`config.mk`:
```
export PLATFORM = sky130hd
export DESIGN_NAME = led_color_to_pwm_bits_top
export DESIGN_NICKNAME = d
export VERILOG_FILES = /design/src/rtl/core/ledpwm_pkg.sv /design/src/rtl/core/ledpwm_front.sv /design/src/rtl/core/ledpwm_queue.sv /design/src/rtl/core/ledpwm_back.sv /design/src/rtl/core/led_color_to_pwm_bits_top.sv
export SDC_FILE = /design/constraint.sdc
export NUM_CORES = 1
export LEC_CHECK = 0
export BUFFER_PORTS_ARGS = -buffer_cell sky130_fd_sc_hd__buf_2
export CAP_MARGIN = 20
export CORE_AREA = 3 3 116 118
export CTS_CLUSTER_DIAMETER = 60
export CTS_CLUSTER_SIZE = 28
export DETAILED_ROUTE_END_ITERATION = 8
export DIE_AREA = 0 0 119 121
export GPL_ROUTABILITY_DRIVEN = 0
export PLACE_DENSITY = 0.8
export SLEW_MARGIN = 0
export SYNTH_ARGS = -nofsm -noshare
export SYNTH_HDL_FRONTEND = slang
export SYNTH_SLANG_ARGS = --single-unit
```
`constraint.sdc`:
```
create_clock -name clk -period 4.84 [get_ports clk]
set_clock_uncertainty 0.15 [all_clocks]
set_input_delay 0.484 -clock clk [delete_from_list [all_inputs] [get_ports clk]]
set_output_delay 0.484 -clock clk [all_outputs]
set_load 0.01 [all_outputs]
```
`src/rtl/core/ledpwm_pkg.sv`:
```
`default_nettype none

package ledpwm_pkg;

  localparam int GRB_BITS = 24;
  localparam int QUEUE_DEPTH = 2;
  localparam logic [6:0] MAX_RESET_SLOTS = 7'd64;

  typedef enum logic [2:0] {
    REG_BRIGHTNESS  = 3'd0,
    REG_DUTY_ONE    = 3'd1,
    REG_DUTY_ZERO   = 3'd2,
    REG_SHOW_ALL    = 3'd3,
    REG_RESET_SLOTS = 3'd4
  } cfg_reg_t;

  typedef enum logic [2:0] {
    COLOR_WHITE  = 3'd0,
    COLOR_RED    = 3'd1,
    COLOR_ORANGE = 3'd2,
    COLOR_YELLOW = 3'd3,
    COLOR_GREEN  = 3'd4,
    COLOR_CYAN   = 3'd5,
    COLOR_BLUE   = 3'd6,
    COLOR_PURPLE = 3'd7
  } color_t;

  typedef enum logic [1:0] {
    RATIO_NONE  = 2'd0,
    RATIO_FULL  = 2'd1,
    RATIO_FIFTH = 2'd2
  } ratio_t;

  typedef enum logic {
    FUNC_LED       = 1'b0,
    FUNC_FRAME_END = 1'b1
  } func_t;

  typedef struct packed {
    ratio_t r;
    ratio_t g;
    ratio_t b;
  } ratios_t;

  typedef struct packed {
    logic [7:0] brightness;
    logic [7:0] duty_one;
    logic [7:0] duty_zero;
    logic       show_all;
    logic [6:0] reset_slots;
  } cfg_t;

  typedef struct packed {
    logic                is_end;
    logic [GRB_BITS-1:0] grb;
  } cmd_t;

  typedef struct packed {
    logic full;
    logic empty;
  } q_stat_t;

  function automatic ratios_t palette(color_t c);
    ratios_t p;
    case (c)
      COLOR_WHITE:  p = '{RATIO_FULL, RATIO_FULL,  RATIO_FULL};
      COLOR_RED:    p = '{RATIO_FULL, RATIO_NONE,  RATIO_NONE};
      COLOR_ORANGE: p = '{RATIO_FULL, RATIO_FIFTH, RATIO_NONE};
      COLOR_YELLOW: p = '{RATIO_FULL, RATIO_FULL,  RATIO_NONE};
      COLOR_GREEN:  p = '{RATIO_NONE, RATIO_FULL,  RATIO_NONE};
      COLOR_CYAN:   p = '{RATIO_NONE, RATIO_FULL,  RATIO_FULL};
      COLOR_BLUE:   p = '{RATIO_NONE, RATIO_NONE,  RATIO_FULL};
      COLOR_PURPLE: p = '{RATIO_FULL, RATIO_NONE,  RATIO_FULL};
      default:      p = '{RATIO_NONE, RATIO_NONE,  RATIO_NONE};
    endcase
    return p;
  endfunction

  // floor(b / 5) as (b * 205) >> 10, exact for 8-bit b
  function automatic logic [7:0] scale(ratio_t r, logic [7:0] b);
    logic [15:0] prod;
    logic [7:0]  res;
    prod = 16'(b) * 16'd205;
    case (r)
      RATIO_FULL:  res = b;
      RATIO_FIFTH: res = {2'b00, prod[15:10]};
      default:     res = 8'd0;
    endcase
    return res;
  endfunction

endpackage

`default_nettype wire

```
`src/rtl/core/ledpwm_front.sv`:
```
`default_nettype none

module ledpwm_front (
  input  wire logic             clk,
  input  wire logic             rst,
  input  wire ledpwm_pkg::cfg_t cfg,
  input  wire logic             s_tvalid,
  output logic                  s_tready,
  input  wire logic [7:0]       s_tdata,   // [2:0] color_index, [7:3] zero
  input  wire logic             s_tuser,   // [0] func
  input  wire logic             q_full,
  output logic                  q_push,
  output ledpwm_pkg::cmd_t      q_cmd
);
  import ledpwm_pkg::*;

  logic       first_pending;
  logic       first_pending_next;
  logic [2:0] held_color;
  logic [2:0] held_color_next;
  logic [2:0] idx;
  logic [2:0] color;
  ratios_t    rat;
  logic       is_end;

  assign s_tready = !q_full;
  assign q_push   = s_tvalid && s_tready;
  assign idx      = s_tdata[2:0];
  assign is_end   = (func_t'(s_tuser) == FUNC_FRAME_END);

  always_comb begin
    first_pending_next = first_pending;
    held_color_next    = held_color;
    if (q_push) begin
      if (is_end) begin
        first_pending_next = 1'b1;
      end else if (first_pending) begin
        first_pending_next = 1'b0;
        held_color_next    = idx;
      end
    end
  end

  always_comb begin
    color = idx;
    if (cfg.show_all && !first_pending) begin
      color = held_color;
    end
    rat          = palette(color_t'(color));
    q_cmd.is_end = is_end;
    q_cmd.grb    = {scale(rat.g, cfg.brightness), scale(rat.r, cfg.brightness),
                    scale(rat.b, cfg.brightness)};
  end

  always_ff @(posedge clk) begin
    if (rst) begin
      first_pending <= 1'b1;
      held_color    <= 3'd0;
    end else begin
      first_pending <= first_pending_next;
      held_color    <= held_color_next;
    end
  end

endmodule

`default_nettype wire

```
`src/rtl/core/ledpwm_queue.sv`:
```
`default_nettype none

module ledpwm_queue (
  input  wire logic             clk,
  input  wire logic             rst,
  input  wire logic             push,
  input  wire ledpwm_pkg::cmd_t wr_cmd,
  input  wire logic             pop,
  output ledpwm_pkg::cmd_t      rd_cmd,
  output ledpwm_pkg::q_stat_t   stat
);
  import ledpwm_pkg::*;

  localparam int PTR_W = (QUEUE_DEPTH > 1) ? $clog2(QUEUE_DEPTH) : 1;
  localparam int CNT_W = $clog2(QUEUE_DEPTH + 1);

  cmd_t             entries [QUEUE_DEPTH];
  logic [PTR_W-1:0] wr_ptr;
  logic [PTR_W-1:0] rd_ptr;
  logic [CNT_W-1:0] count;
  logic [PTR_W-1:0] wr_ptr_next;
  logic [PTR_W-1:0] rd_ptr_next;
  logic [CNT_W-1:0] count_next;

  assign stat.full  = (count == CNT_W'(QUEUE_DEPTH));
  assign stat.empty = (count == '0);
  assign rd_cmd     = entries[rd_ptr];

  always_comb begin
    wr_ptr_next = wr_ptr;
    rd_ptr_next = rd_ptr;
    count_next  = count;
    if (push) begin
      wr_ptr_next = (wr_ptr == PTR_W'(QUEUE_DEPTH - 1)) ? '0 : wr_ptr + 1'b1;
    end
    if (pop) begin
      rd_ptr_next = (rd_ptr == PTR_W'(QUEUE_DEPTH - 1)) ? '0 : rd_ptr + 1'b1;
    end
    if (push && !pop) begin
      count_next = count + 1'b1;
    end else if (pop && !push) begin
      count_next = count - 1'b1;
    end
  end

  always_ff @(posedge clk) begin
    if (rst) begin
      wr_ptr <= '0;
      rd_ptr <= '0;
      count  <= '0;
    end else begin
      wr_ptr <= wr_ptr_next;
      rd_ptr <= rd_ptr_next;
      count  <= count_next;
    end
  end

  always_ff @(posedge clk) begin
    if (push) begin
      entries[wr_ptr] <= wr_cmd;
    end
  end

endmodule

`default_nettype wire

```
`src/rtl/core/ledpwm_back.sv`:
```
`default_nettype none

module ledpwm_back #(
  parameter int BITS_PER_LED = 24
) (
  input  wire logic             clk,
  input  wire logic             rst,
  input  wire ledpwm_pkg::cfg_t cfg,
  input  wire logic             q_empty,
  input  wire ledpwm_pkg::cmd_t q_cmd,
  output logic                  q_pop,
  output logic                  m_tvalid,
  input  wire logic             m_tready,
  output logic [7:0]            m_tdata,   // [7:0] duty
  output logic                  m_tlast    // last
);
  import ledpwm_pkg::*;

  localparam int MAX_SLOTS = (BITS_PER_LED > 64) ? BITS_PER_LED : 64;
  localparam int CNT_W     = $clog2(MAX_SLOTS + 1);

  logic                    busy;
  logic                    busy_next;
  logic                    is_end;
  logic                    is_end_next;
  logic [BITS_PER_LED-1:0] shift;
  logic [BITS_PER_LED-1:0] shift_next;
  logic [CNT_W-1:0]        remain;
  logic [CNT_W-1:0]        remain_next;
  logic                    m_tvalid_next;
  logic [7:0]              m_tdata_next;
  logic                    m_tlast_next;
  logic                    out_free;
  logic [BITS_PER_LED-1:0] word;
  logic [6:0]              n_reset;

  assign out_free = !m_tvalid || m_tready;
  assign q_pop    = out_free && !busy && !q_empty;
  assign n_reset  = (cfg.reset_slots > MAX_RESET_SLOTS) ? MAX_RESET_SLOTS : cfg.reset_slots;

  always_comb begin
    word = '0;
    word[BITS_PER_LED-1 -: GRB_BITS] = q_cmd.grb;
  end

  always_comb begin
    busy_next     = busy;
    is_end_next   = is_end;
    shift_next    = shift;
    remain_next   = remain;
    m_tvalid_next = m_tvalid;
    m_tdata_next  = m_tdata;
    m_tlast_next  = m_tlast;
    if (out_free) begin
      if (busy) begin
        m_tvalid_next = 1'b1;
        m_tlast_next  = (remain == CNT_W'(1));
        m_tdata_next  = is_end ? 8'd0 :
                        (shift[BITS_PER_LED-1] ? cfg.duty_one : cfg.duty_zero);
        shift_next    = shift << 1;
        remain_next   = remain - 1'b1;
        busy_next     = (remain != CNT_W'(1));
      end else if (!q_empty) begin
        is_end_next = q_cmd.is_end;
        if (q_cmd.is_end) begin
          m_tvalid_next = (n_reset != 7'd0);
          m_tdata_next  = 8'd0;
          m_tlast_next  = (n_reset == 7'd1);
          remain_next   = CNT_W'(n_reset) - 1'b1;
          busy_next     = (n_reset > 7'd1);
        end else begin
          m_tvalid_next = 1'b1;
          m_tdata_next  = word[BITS_PER_LED-1] ? cfg.duty_one : cfg.duty_zero;
          m_tlast_next  = 1'b0;
          shift_next    = word << 1;
          remain_next   = CNT_W'(BITS_PER_LED - 1);
          busy_next     = 1'b1;
        end
      end else begin
        m_tvalid_next = 1'b0;
      end
    end
  end

  always_ff @(posedge clk) begin
    if (rst) begin
      busy     <= 1'b0;
      m_tvalid <= 1'b0;
    end else begin
      busy     <= busy_next;
      m_tvalid <= m_tvalid_next;
    end
  end

  always_ff @(posedge clk) begin
    is_end  <= is_end_next;
    shift   <= shift_next;
    remain  <= remain_next;
    m_tdata <= m_tdata_next;
    m_tlast <= m_tlast_next;
  end

endmodule

`default_nettype wire

```
`src/rtl/core/led_color_to_pwm_bits_top.sv`:
```
// an accepted item enters the queue; the output register takes its first slot on the pop
// throughput: an led item gives BITS_PER_LED slots and a frame end min(reset_slots, 64)
// zero slots, one per cycle while m_tready is high; the output register sets the pace
// a two-entry queue decouples input acceptance from slot output
// reset (rst, synchronous): registers to defaults, queue empty, next led starts a frame
`default_nettype none

module led_color_to_pwm_bits_top #(
  parameter int BITS_PER_LED = 24
) (
  input  wire logic       clk,
  input  wire logic       rst,
  input  wire logic       s_tvalid,
  output logic            s_tready,
  input  wire logic [7:0] s_tdata,   // [2:0] color_index, [7:3] zero
  input  wire logic       s_tuser,   // [0] func
  output logic            m_tvalid,
  input  wire logic       m_tready,
  output logic [7:0]      m_tdata,   // [7:0] duty
  output logic            m_tlast,
  input  wire logic       cfg_valid,
  output logic            cfg_ready,
  input  wire logic [2:0] cfg_index,
  input  wire logic [7:0] cfg_data
);
  import ledpwm_pkg::*;

  cfg_t    cfg;
  cmd_t    push_cmd;
  cmd_t    pop_cmd;
  q_stat_t q_stat;
  logic    q_push;
  logic    q_pop;

  assign cfg_ready = 1'b1;

  always_ff @(posedge clk) begin
    if (rst) begin
      cfg.brightness  <= 8'd100;
      cfg.duty_one    <= 8'd50;
      cfg.duty_zero   <= 8'd25;
      cfg.show_all    <= 1'b0;
      cfg.reset_slots <= 7'd43;
    end else if (cfg_valid && cfg_ready) begin
      case (cfg_reg_t'(cfg_index))
        REG_BRIGHTNESS:  cfg.brightness  <= cfg_data;
        REG_DUTY_ONE:    cfg.duty_one    <= cfg_data;
        REG_DUTY_ZERO:   cfg.duty_zero   <= cfg_data;
        REG_SHOW_ALL:    cfg.show_all    <= cfg_data[0];
        REG_RESET_SLOTS: cfg.reset_slots <= cfg_data[6:0];
        default: ;
      endcase
    end
  end

  ledpwm_front u_front (
    .clk      (clk),
    .rst      (rst),
    .cfg      (cfg),
    .s_tvalid (s_tvalid),
    .s_tready (s_tready),
    .s_tdata  (s_tdata),
    .s_tuser  (s_tuser),
    .q_full   (q_stat.full),
    .q_push   (q_push),
    .q_cmd    (push_cmd)
  );

  ledpwm_queue u_queue (
    .clk    (clk),
    .rst    (rst),
    .push   (q_push),
    .wr_cmd (push_cmd),
    .pop    (q_pop),
    .rd_cmd (pop_cmd),
    .stat   (q_stat)
  );

  ledpwm_back #(
    .BITS_PER_LED (BITS_PER_LED)
  ) u_back (
    .clk      (clk),
    .rst      (rst),
    .cfg      (cfg),
    .q_empty  (q_stat.empty),
    .q_cmd    (pop_cmd),
    .q_pop    (q_pop),
    .m_tvalid (m_tvalid),
    .m_tready (m_tready),
    .m_tdata  (m_tdata),
    .m_tlast  (m_tlast)
  );

  a_reset_clears_out: assert property (@(posedge clk) rst |=> !m_tvalid && s_tready)
    else $error("output valid or input stall after reset");

  a_no_overflow: assert property (@(posedge clk) disable iff (rst)
    q_push |-> !q_stat.full)
    else $error("push into full queue");

  a_no_underflow: assert property (@(posedge clk) disable iff (rst)
    q_pop |-> !q_stat.empty)
    else $error("pop from empty queue");

  a_queue_state: assert property (@(posedge clk) disable iff (rst)
    !(q_stat.full && q_stat.empty))
    else $error("queue both full and empty");

endmodule

`default_nettype wire

```
==> run summary, run 1 <==
### Global routing
* **global-route wire length before repair** 23300 um
* **initial antenna violation count** 0
* **All-Layer GR Usage** 0.208
* **pin count of the biggest net entering global routing** 67
* **overall overflow remaining after global route** 0
* **vias in the first global route** 4765

### Cells and area
* **antenna fix cells** 0
* **layout cell share with drive strength beyond 1** 0.121
* **most used cells in the layout excluding fill and tap cells** nand2_1 (94), edfxtp_1 (90), ha_1 (54)
* **commonest non-fill, non-tap cell in the layout** nand2_1
* **number of nets in the finished design** 737
* **area growth from synthesis to final layout** 13.8%

### Floorplan
* **DIE HEIGHT** 121 um
* **Core Rows** 41
* **initial standard-cell utilization of the core** 0.543
* **Core ar.** 0.0126 mm^2
* **number of top-level pins** 37
* **die area** 0.0144 mm^2
* **x dimension of the die** 119 um

### Timing
* **total count of max-transition violations in the final report** 0
* **peak clock frequency supported by timing** 0.237 GHz
* **RSZ-0062 raised after global routing** false
* **Hold Vio Cnt, Final** 0
* **Total Neg Setup Slack** 0 ns
* **Period Utilization, post-route** 0.872
* **number of setup violations in the final report** 0
* **final critical path time including I/O delays and setup** 4.22 ns
* **max_slew headroom** 0.342
* **Worst Tran Pin Value** 0.983 ns
* **final critical-path setup slack** 0.618 ns

### Clock network
* **clock transition at the registers of the reported paths** 0.06 ns
* **worst skew pair latency** 0.42 ns
* **clock sink count** 133
* **H-Tree Level Count** 4
* **CTS resizes** 0
* **buffer depth of the longest clock path** 2
* **Post-CTS Setup Bufs** 0
* **root buf cell** clkbuf_16
* **clock buffers created by TritonCTS** 17
* **clock tree from TritonCTS** built
* **# hold bufs at CTS** 0

### Logic synthesis
* **prevailing post-synth register cell** edfxtp_1
* **Post-Syn Area per Cell** 11.1 um^2
* **cells after synthesis** 613
* **net count of the mapped netlist** 702
* **Post-synth EDFFs** 90
* **proportion of synthesized flip-flops having asynchronous set or reset** 0
* **synthesis warning total** 0
* **mapped cell area** 0.00682 mm^2
* **fraction of the yosys area taken by sequential cells** 0.522
* **number of different library cells in the post-synthesis netlist** 46
* **count of state elements after synthesis** 133

### Routing
* **average wire per standard cell** 17.2 um
* **detailed-router iteration count before antenna repair** 5
* **final wirelength** 14300 um
* **Antenna Violating Nets Remaining** 0
* **routed vias** 4747
* **Starting DRT DRC Count** 362
* **routed via count divided by cell count** 5.70
* **Post-route DRC** 0

### Worst setup path
* **startpoint kind of the worst setup timing path** register
* **depth of the most critical reg-to-reg path** 12
* **end point of the critical path** u_queue.entries[0][17]
* **type of the setup path with the least slack** reg -> reg
* **critical path required time** 4.83 ns
* **reg-to-reg startpoint** cfg[29]
* **endpoint of the lowest-slack register-to-register path** u_queue.entries[0][17]
* **signal arrival time at the worst endpoint** 4.22 ns
* **CP endpoint kind** register
* **largest fanout of any net on the critical path** 7
* **reg-to-reg slack, setup** 0.62 ns
* **Worst Setup SP** cfg[29]

### Run
* **number of violations of the max-capacitance limit** 0

### Placement
* **I/O Buffers** 30
* **DP Worst Slack** 0.679 ns
* **half-perimeter wire length of the detailed placement result** 9440 um

### Pwr
* **Max rail drop VDD** 0.269 mV
* **power per cell area** 524 mW/mm^2
* **leakage power** 3.13 nW

### Status
* **result of the run** finished, final reports clean

### Min path
* **source of the worst hold timing path** s_tdata[1]
* **worst hold-check path type** in -> reg

## sequential cells by signal, indices dropped and copies added, names as in the netlist, 2 cells and up, named ones only
name / flops
u_front.held_color: 3
u_queue.count: 2
u_queue.entries: 50
cfg: 32
u_back.m_tdata: 8
u_back.remain: 7
u_back.shift: 23
## synthesized netlist by cell type (all sizes together) (10+ instances only)
cell,number,share of area
inv,37,0.020
fa,10,0.029
xor2,12,0.015
edfxtp,90,0.40
clkbuf,13,0.0072
nor2,33,0.018
o21ai,37,0.027
and2,13,0.012
a21oi,27,0.020
nand2,94,0.052
dfxtp,43,0.13
nor3,11,0.0081
nand3b,12,0.013
ha,54,0.099
nor2b,15,0.014
mux2i,40,0.061
## report_power, final
group / switching, mW / total [mW] / internal, mW
logic: 0.638 / 1.04 / 0.399
clock network: 0.536 / 1.26 / 0.728
registers: 0.148 / 1.76 / 1.61
total: 1.32 / 4.06 / 2.74
## layer usage
metal / share of wire / track usage
met5: 0 / 0
met4: 0.031 / 0.117
met3: 0.052 / 0.0382
met2: 0.51 / 0.361
met1: 0.40 / 0.243
## critical path, cell delays in order (launching register included)
cell	delay [ns]
dfxtp_1	0.55
ha_1	0.34
fa_1	0.51
fa_1	0.53
inv_1	0.06
fa_1	0.53
inv_1	0.05
ha_1	0.33
a21oi_1	0.14
o211ai_1	0.19
a21boi_1	0.29
xor2_1	0.16
o21ai_0	0.12
## stage by stage
step	cells	utilization	total power [mW]	instance area [um^2]	hold WS (ns)
after detailed placement	800	0.570	2.79	7160	0.301
after global placement	799	0.568	2.73	7140	0.292
after CTS	832	0.616	4.06	7740	0.151
after floorplan	613	-	2.48	6820	0.286
final	833	0.617	4.06	7760	0.166
after global routing	833	0.617	4.27	7760	0.158
## cell families (layout without fill, tap and decap cells)
| group | count (synthesis) | count (layout) | share of synthesized area |
|---|---|---|---|
| AND/OR/NAND/NOR | 202 | 202 | 0.140 |
| flip-flops | 133 | 133 | 0.522 |
| other | 1 | 1 | 0.000550 |
| multiplexers | 42 | 42 | 0.0644 |
| buffers and inverters | 58 | 106 | 0.0347 |
| AO/OA/AOI/OAI | 94 | 94 | 0.0857 |
| adder cells (fa/ha/maj) | 64 | 64 | 0.128 |
| XOR/XNOR | 19 | 19 | 0.0244 |
## worst min path at each step
stage	slack, ns	cells after the start	to
6_report	0.17	3	u_front.held_color[1]
3_5_place_dp	0.30	2	cfg[13]
5_1_grt	0.16	1	u_queue.entries[0][24]
4_1_cts	0.15	1	u_queue.entries[0][24]
3_3_place_gp	0.29	2	cfg[15]
2_1_floorplan	0.29	2	cfg[10]
## final cells by class
class                   count  area, um^2
fillers                   930        4810
inverters                  37         139
well taps                 172         215
clock inverters            15         151
clock buffers              17         425
repair buffers             37         235
multi-input cells         422        3030
flip-flops and latches    133        3560
(Power assumes the default switching activity.)
==> inputs of run 2 (changes only) <==
Settings changed: CORE_AREA 3 3 116 118 to 3 3 103 145, CTS_CLUSTER_SIZE 28 to 12, DIE_AREA 0 0 119 121 to 0 0 106 148, PLACE_DENSITY 0.8 to 0.74.
==> run summary, run 2 (synthesis results as in run 1) <==
### Status
* **result of the run** finished, final reports clean

### Routing
* **Post-route DRC** 0, unchanged
* **average wire per standard cell** 16.2 um, -5.7%
* **detailed-router iteration count before antenna repair** 4, -1
* **routed vias** 4605, -3.0%
* **routed via count divided by cell count** 5.44, -4.5%
* **final wirelength** 13700 um, -4.2%
* **Starting DRT DRC Count** 165, -54%
* **Antenna Violating Nets Remaining** 0, unchanged

### Clock network
* **Post-CTS Setup Bufs** 0, unchanged
* **root buf cell** clkbuf_16
* **clock transition at the registers of the reported paths** 0.06 ns, about the same
* **clock tree from TritonCTS** built
* **CTS resizes** 0, unchanged
* **clock buffers created by TritonCTS** 17, unchanged
* **H-Tree Level Count** 4, unchanged
* **clock sink count** 133, unchanged
* **worst skew pair latency** 0.41 ns, about the same
* **buffer depth of the longest clock path** 2, unchanged
* **# hold bufs at CTS** 0, unchanged

### Min path
* **worst hold-check path type** in -> reg
* **endpoint with the worst hold slack** u_queue.entries[0][24]
* **source of the worst hold timing path** s_tuser
* **count of cells along the worst hold path** 1, -2

### Cells and area
* **most used cells in the layout excluding fill and tap cells** nand2_1 (94), edfxtp_1 (90), ha_1 (54)
* **area growth from synthesis to final layout** 13.8%, about the same
* **antenna fix cells** 0, unchanged
* **commonest non-fill, non-tap cell in the layout** nand2_1
* **biggest regs** u_queue.entries: 50 flops, cfg: 32 flops, u_back.shift: 23 flops
* **number of nets in the finished design** 737, unchanged
* **layout cell share with drive strength beyond 1** 0.121, unchanged
* **flip-flop count of the largest register, all copies and words added** 50, unchanged
* **largest register by flop count** u_queue.entries

### Worst setup path
* **type of the setup path with the least slack** reg -> reg
* **startpoint kind of the worst setup timing path** register
* **largest fanout of any net on the critical path** 7, unchanged
* **endpoint of the lowest-slack register-to-register path** u_queue.entries[1][20]
* **CP endpoint kind** register
* **signal arrival time at the worst endpoint** 4.23 ns, about the same
* **depth of the most critical reg-to-reg path** 12, unchanged
* **critical path required time** 4.83 ns, about the same
* **reg-to-reg startpoint** cfg[29]
* **reg-to-reg slack, setup** 0.60 ns, -0.02 ns

### Timing
* **number of setup violations in the final report** 0, unchanged
* **peak clock frequency supported by timing** 0.236 GHz, -0.39%
* **Hold Vio Cnt, Final** 0, unchanged
* **Total Neg Setup Slack** 0 ns, unchanged
* **max_slew headroom** 0.387, +0.0442
* **final critical path time including I/O delays and setup** 4.24 ns, +0.0167 ns
* **RSZ-0062 raised after global routing** false
* **Period Utilization, post-route** 0.876, +0.00345
* **total count of max-transition violations in the final report** 0, unchanged
* **Worst Tran Pin Value** 0.917 ns, -0.0661 ns

### Floorplan
* **Core ar.** 0.0138 mm^2, +9.7%
* **Core Rows** 51, +24%
* **initial standard-cell utilization of the core** 0.495, -0.0478
* **DIE HEIGHT** 148 um, +22%
* **number of top-level pins** 37, unchanged
* **die area** 0.0157 mm^2, +9.0%
* **x dimension of the die** 106 um, -11%

### Pwr
* **leakage power** 3.12 nW, about the same
* **power per cell area** 518 mW/mm^2, -1.1%
* **PnR Total Power** 4.02 mW, -1.1%
* **Max rail drop VDD** 0.316 mV, +17%

### Global routing
* **global routing usage on met2** 0.329, -0.0318
* **global-route wire length before repair** 22800 um, -1.9%
* **vias in the first global route** 4819, +1.1%
* **pin count of the biggest net entering global routing** 67, unchanged
* **overall overflow remaining after global route** 0, unchanged
* **met1 routing resource usage after global routing** 0.208, -0.0349
* **met3 track demand over resource** 0.0341, -0.00415
* **busiest grt layer** met2
* **initial antenna violation count** 0, unchanged
* **All-Layer GR Usage** 0.184, -0.0238

### Placement
* **I/O Buffers** 30, unchanged
* **half-perimeter wire length of the detailed placement result** 9510 um, +0.73%

### Run
* **number of violations of the max-capacitance limit** 0, unchanged

-- run 2: changes by cell type in the layout (fill, tap and decap cells not counted) --
cell,delta
clkbuf_8,+1
clkinv_2,+1
clkinv_4,+2
inv_6,-1
clkinvlp_4,-1
buf_4,+1
inv_8,-2
buf_12,-1
-- run 2: critical path, stage by stage, from the launching register on --
cell and delay, ns:
dfxtp_1 0.56, ha_1 0.34, fa_1 0.52, fa_1 0.53, inv_1 0.06, fa_1 0.53, inv_1 0.04, ha_1 0.32
a21oi_1 0.13, o211ai_1 0.19, a31oi_1 0.29, xor2_1 0.18, o21ai_0 0.12
-- run 2: layout make-up --
type,count,area [um^2]
inverter,37,139
fill,1179,6020
clock buffer,18,439
multi-input combinational,422,3030
tap,185,231
clock inverter,14,135
sequential,133,3560
timing repair buffer,37,223
-- run 2: layer usage --
layer	routed length (um)	vias to the layer above
li1	-	2231
met4	479	0
met3	472	39
met5	0	-
met1	5520	2224
met2	7220	111
-- run 2: per-stage QoR --
step / cells / utilization / setup WS [ns] / cell area [um^2] / hold WS, ns
finish: 846 / 0.563 / 0.601 / 7760 / 0.162
global placement: 813 / 0.519 / 0.788 / 7160 / 0.290
detailed placement: 814 / 0.521 / 0.640 / 7190 / 0.302
floorplan: 613 / - / 1.11 / 6820 / 0.286
global route: 846 / 0.563 / 0.422 / 7760 / 0.152
CTS: 846 / 0.563 / 0.628 / 7760 / 0.141
-- run 2: report_power, final --
part | internal, mW | leakage (nW) | switching, mW
Sequential | 1.61 | 1.21 | 0.114
Combinational | 0.391 | 1.62 | 0.658
Clock | 0.734 | 0.290 | 0.510
-- run 2: how the worst max path moves through the flow --
stage	from	to	slack (ns)	cells after the start
finish	cfg[29]	u_queue.entries[1][20]	0.60	12
global route	cfg[29]	u_queue.entries[1][20]	0.42	12
CTS	cfg[29]	u_queue.entries[0][20]	0.63	12
detailed placement	cfg[29]	u_queue.entries[0][17]	0.64	12
global placement	cfg[29]	u_queue.entries[0][17]	0.79	12
floorplan	cfg[26]	u_queue.entries[0][20]	1.11	12
==> inputs of run 3 (changes only) <==
==> constraint.sdc (replaced) <==
create_clock -name clk -period 4.84 [get_ports clk]
set_clock_uncertainty 0.15 [all_clocks]
set_input_delay 0.242 -clock clk [delete_from_list [all_inputs] [get_ports clk]]
set_output_delay 0.242 -clock clk [all_outputs]
set_load 0.01 [all_outputs]
==> run summary, run 3 (synthesis results as in run 1) <==
### Cells and area
* **Finished Core Util** 0.571, +0.00826
* **number of nets in the finished design** 749, +1.6%
* **final cell count without fillers** 858, +1.4%
* **area growth from synthesis to final layout** 15.4%
* **final-layout fill cell count** 1141, -3.2%
* **most used cells in the layout excluding fill and tap cells** nand2_1 (94), edfxtp_1 (90), ha_1 (54)
* **biggest regs** u_queue.entries: 50 flops, cfg: 32 flops, u_back.shift: 23 flops
* **commonest non-fill, non-tap cell in the layout** nand2_1
* **flip-flop count of the largest register, all copies and words added** 50, unchanged
* **antenna fix cells** 0, unchanged
* **largest register by flop count** u_queue.entries
* **layout cell share with drive strength beyond 1** 0.119, -0.00216

### Placement
* **number of cells after detailed placement** 814, unchanged
* **I/O Buffers** 30, unchanged
* **half-perimeter wire length of the detailed placement result** 9270 um, -2.6%

### Min path
* **worst hold-check path type** in -> reg

### Routing
* **routed vias** 4619, +0.30%
* **Starting DRT DRC Count** 221, +34%
* **final wirelength** 13500 um, -1.3%
* **Post-route DRC** 0, unchanged
* **routed via count divided by cell count** 5.38, -1.1%
* **Antenna Violating Nets Remaining** 0, unchanged
* **average wire per standard cell** 15.7 um, -2.7%
* **detailed-router iteration count before antenna repair** 5, +1

### Worst setup path
* **critical path required time** 4.83 ns, about the same
* **startpoint kind of the worst setup timing path** register
* **largest fanout of any net on the critical path** 7, unchanged
* **signal arrival time at the worst endpoint** 4.28 ns, +0.05 ns
* **type of the setup path with the least slack** reg -> reg
* **CP endpoint kind** register

### Timing
* **max_slew headroom** 0.383, -0.00334
* **peak clock frequency supported by timing** 0.233 GHz, -1.2%
* **Hold Vio Cnt, Final** 0, unchanged
* **final critical path time including I/O delays and setup** 4.29 ns, +0.0520 ns
* **number of setup violations in the final report** 0, unchanged
* **total count of max-transition violations in the final report** 0, unchanged
* **Total Neg Setup Slack** 0 ns, unchanged
* **RSZ-0062 raised after global routing** false
* **Period Utilization, post-route** 0.887, +0.0107
* **Worst Tran Pin Value** 0.922 ns, +0.00499 ns

### Floorplan
* **number of top-level pins** 37, unchanged
* **Core ar.** 0.0138 mm^2, unchanged
* **Core Rows** 51, unchanged
* **x dimension of the die** 106 um, unchanged
* **die area** 0.0157 mm^2, unchanged
* **initial standard-cell utilization of the core** 0.495, unchanged
* **DIE HEIGHT** 148 um, unchanged

### Clock network
* **H-Tree Level Count** 4, unchanged
* **Post-CTS Setup Bufs** 0, unchanged
* **worst skew pair latency** 0.42 ns, about the same
* **buffer depth of the longest clock path** 2, unchanged
* **clock transition at the registers of the reported paths** 0.06 ns, about the same
* **clock tree from TritonCTS** built
* **root buf cell** clkbuf_16
* **clock buffers created by TritonCTS** 17, unchanged
* **clock sink count** 133, unchanged

### Pwr
* **power per cell area** 508 mW/mm^2, -1.8%
* **Max rail drop VDD** 0.325 mV, +2.7%
* **leakage power** 3.17 nW, +1.3%

### Run
* **number of violations of the max-capacitance limit** 0, unchanged

### Global routing
* **global-route wire length before repair** 23100 um, +0.96%
* **All-Layer GR Usage** 0.186, +0.00183
* **vias in the first global route** 4881, +1.3%
* **pin count of the biggest net entering global routing** 67, unchanged
* **initial antenna violation count** 0, unchanged
* **overall overflow remaining after global route** 0, unchanged

### Status
* **result of the run** finished, final reports clean

run 3: cell types whose count changed in the layout (fill, tap and decap cells not counted), sizes merged:
cell and delta:
clkinvlp +1, bufinv -1, dlygate4sd3 +12
run 3: metrics by stage:
stage                     area, um^2  hold WS (ns)  power (mW)  worst slack, ns
after floorplan                 6820         0.191        2.48             1.11
after global placement          7160         0.290        2.73            0.789
after detailed placement        7190         0.301        2.79            0.570
after CTS                       7880        0.0550        4.03            0.552
after global routing            7880         0.105        4.22            0.306
final                           7880        0.0645        4.00            0.549
run 3: path summary, 6_finish.rpt:
check / start / endpoint / slack, ns / depth (start not counted)
setup / recovery: cfg[29] / u_queue.entries[0][17] / 0.55 / 12
hold / removal: cfg_index[1] / cfg[7] / 0.06 / 4
setup reg to reg: cfg[29] / u_queue.entries[0][17] / 0.55 / 12
hold reg to reg: cfg[15] / cfg[15] / 0.31 / 2
run 3: repair_timing:
| action | in CTS | in global routing |
|---|---|---|
| endpoints found under the hold margin | 33 | 0 |
| hold buffers | 12 | 0 |
| endpoints found under the setup margin | 0 | 0 |
| resized for setup | 0 | 0 |
run 3: critical path, cell delays in order (launching register included):
cell      delay, ns
dfxtp_1        0.53
ha_1           0.34
fa_1           0.52
fa_1           0.53
inv_1          0.06
fa_1           0.53
inv_1          0.04
ha_1           0.32
a21oi_1        0.16
o211ai_1       0.21
a21boi_1       0.29
xor2_1         0.20
o21ai_0        0.13
run 3: final cells by class:
cell class | instances | area, um^2 | area share
flip-flops and latches | 133 | 3560 | 0.453
multi-input cells | 422 | 3030 | 0.385
clock buffers | 18 | 439 | 0.0558
repair buffers | 49 | 343 | 0.0435
well taps | 185 | 231 | 0.0294
inverters | 37 | 139 | 0.0176
clock inverters | 14 | 129 | 0.0164
run 3: where the power goes:
group / total, mW / switching (mW) / internal (mW)
Clock: 1.23 / 0.535 / 0.692
Sequential: 1.72 / 0.112 / 1.61
Combinational: 1.05 / 0.656 / 0.395
run 3: routing by layer:
metal  global-route usage  up-vias  part of all wire
met5                    0        -                 0
met4               0.0810        0             0.026
met3               0.0328       28             0.039
met2                0.335      110              0.53
met1                0.216     2213              0.40
li1                     -     2268                 -
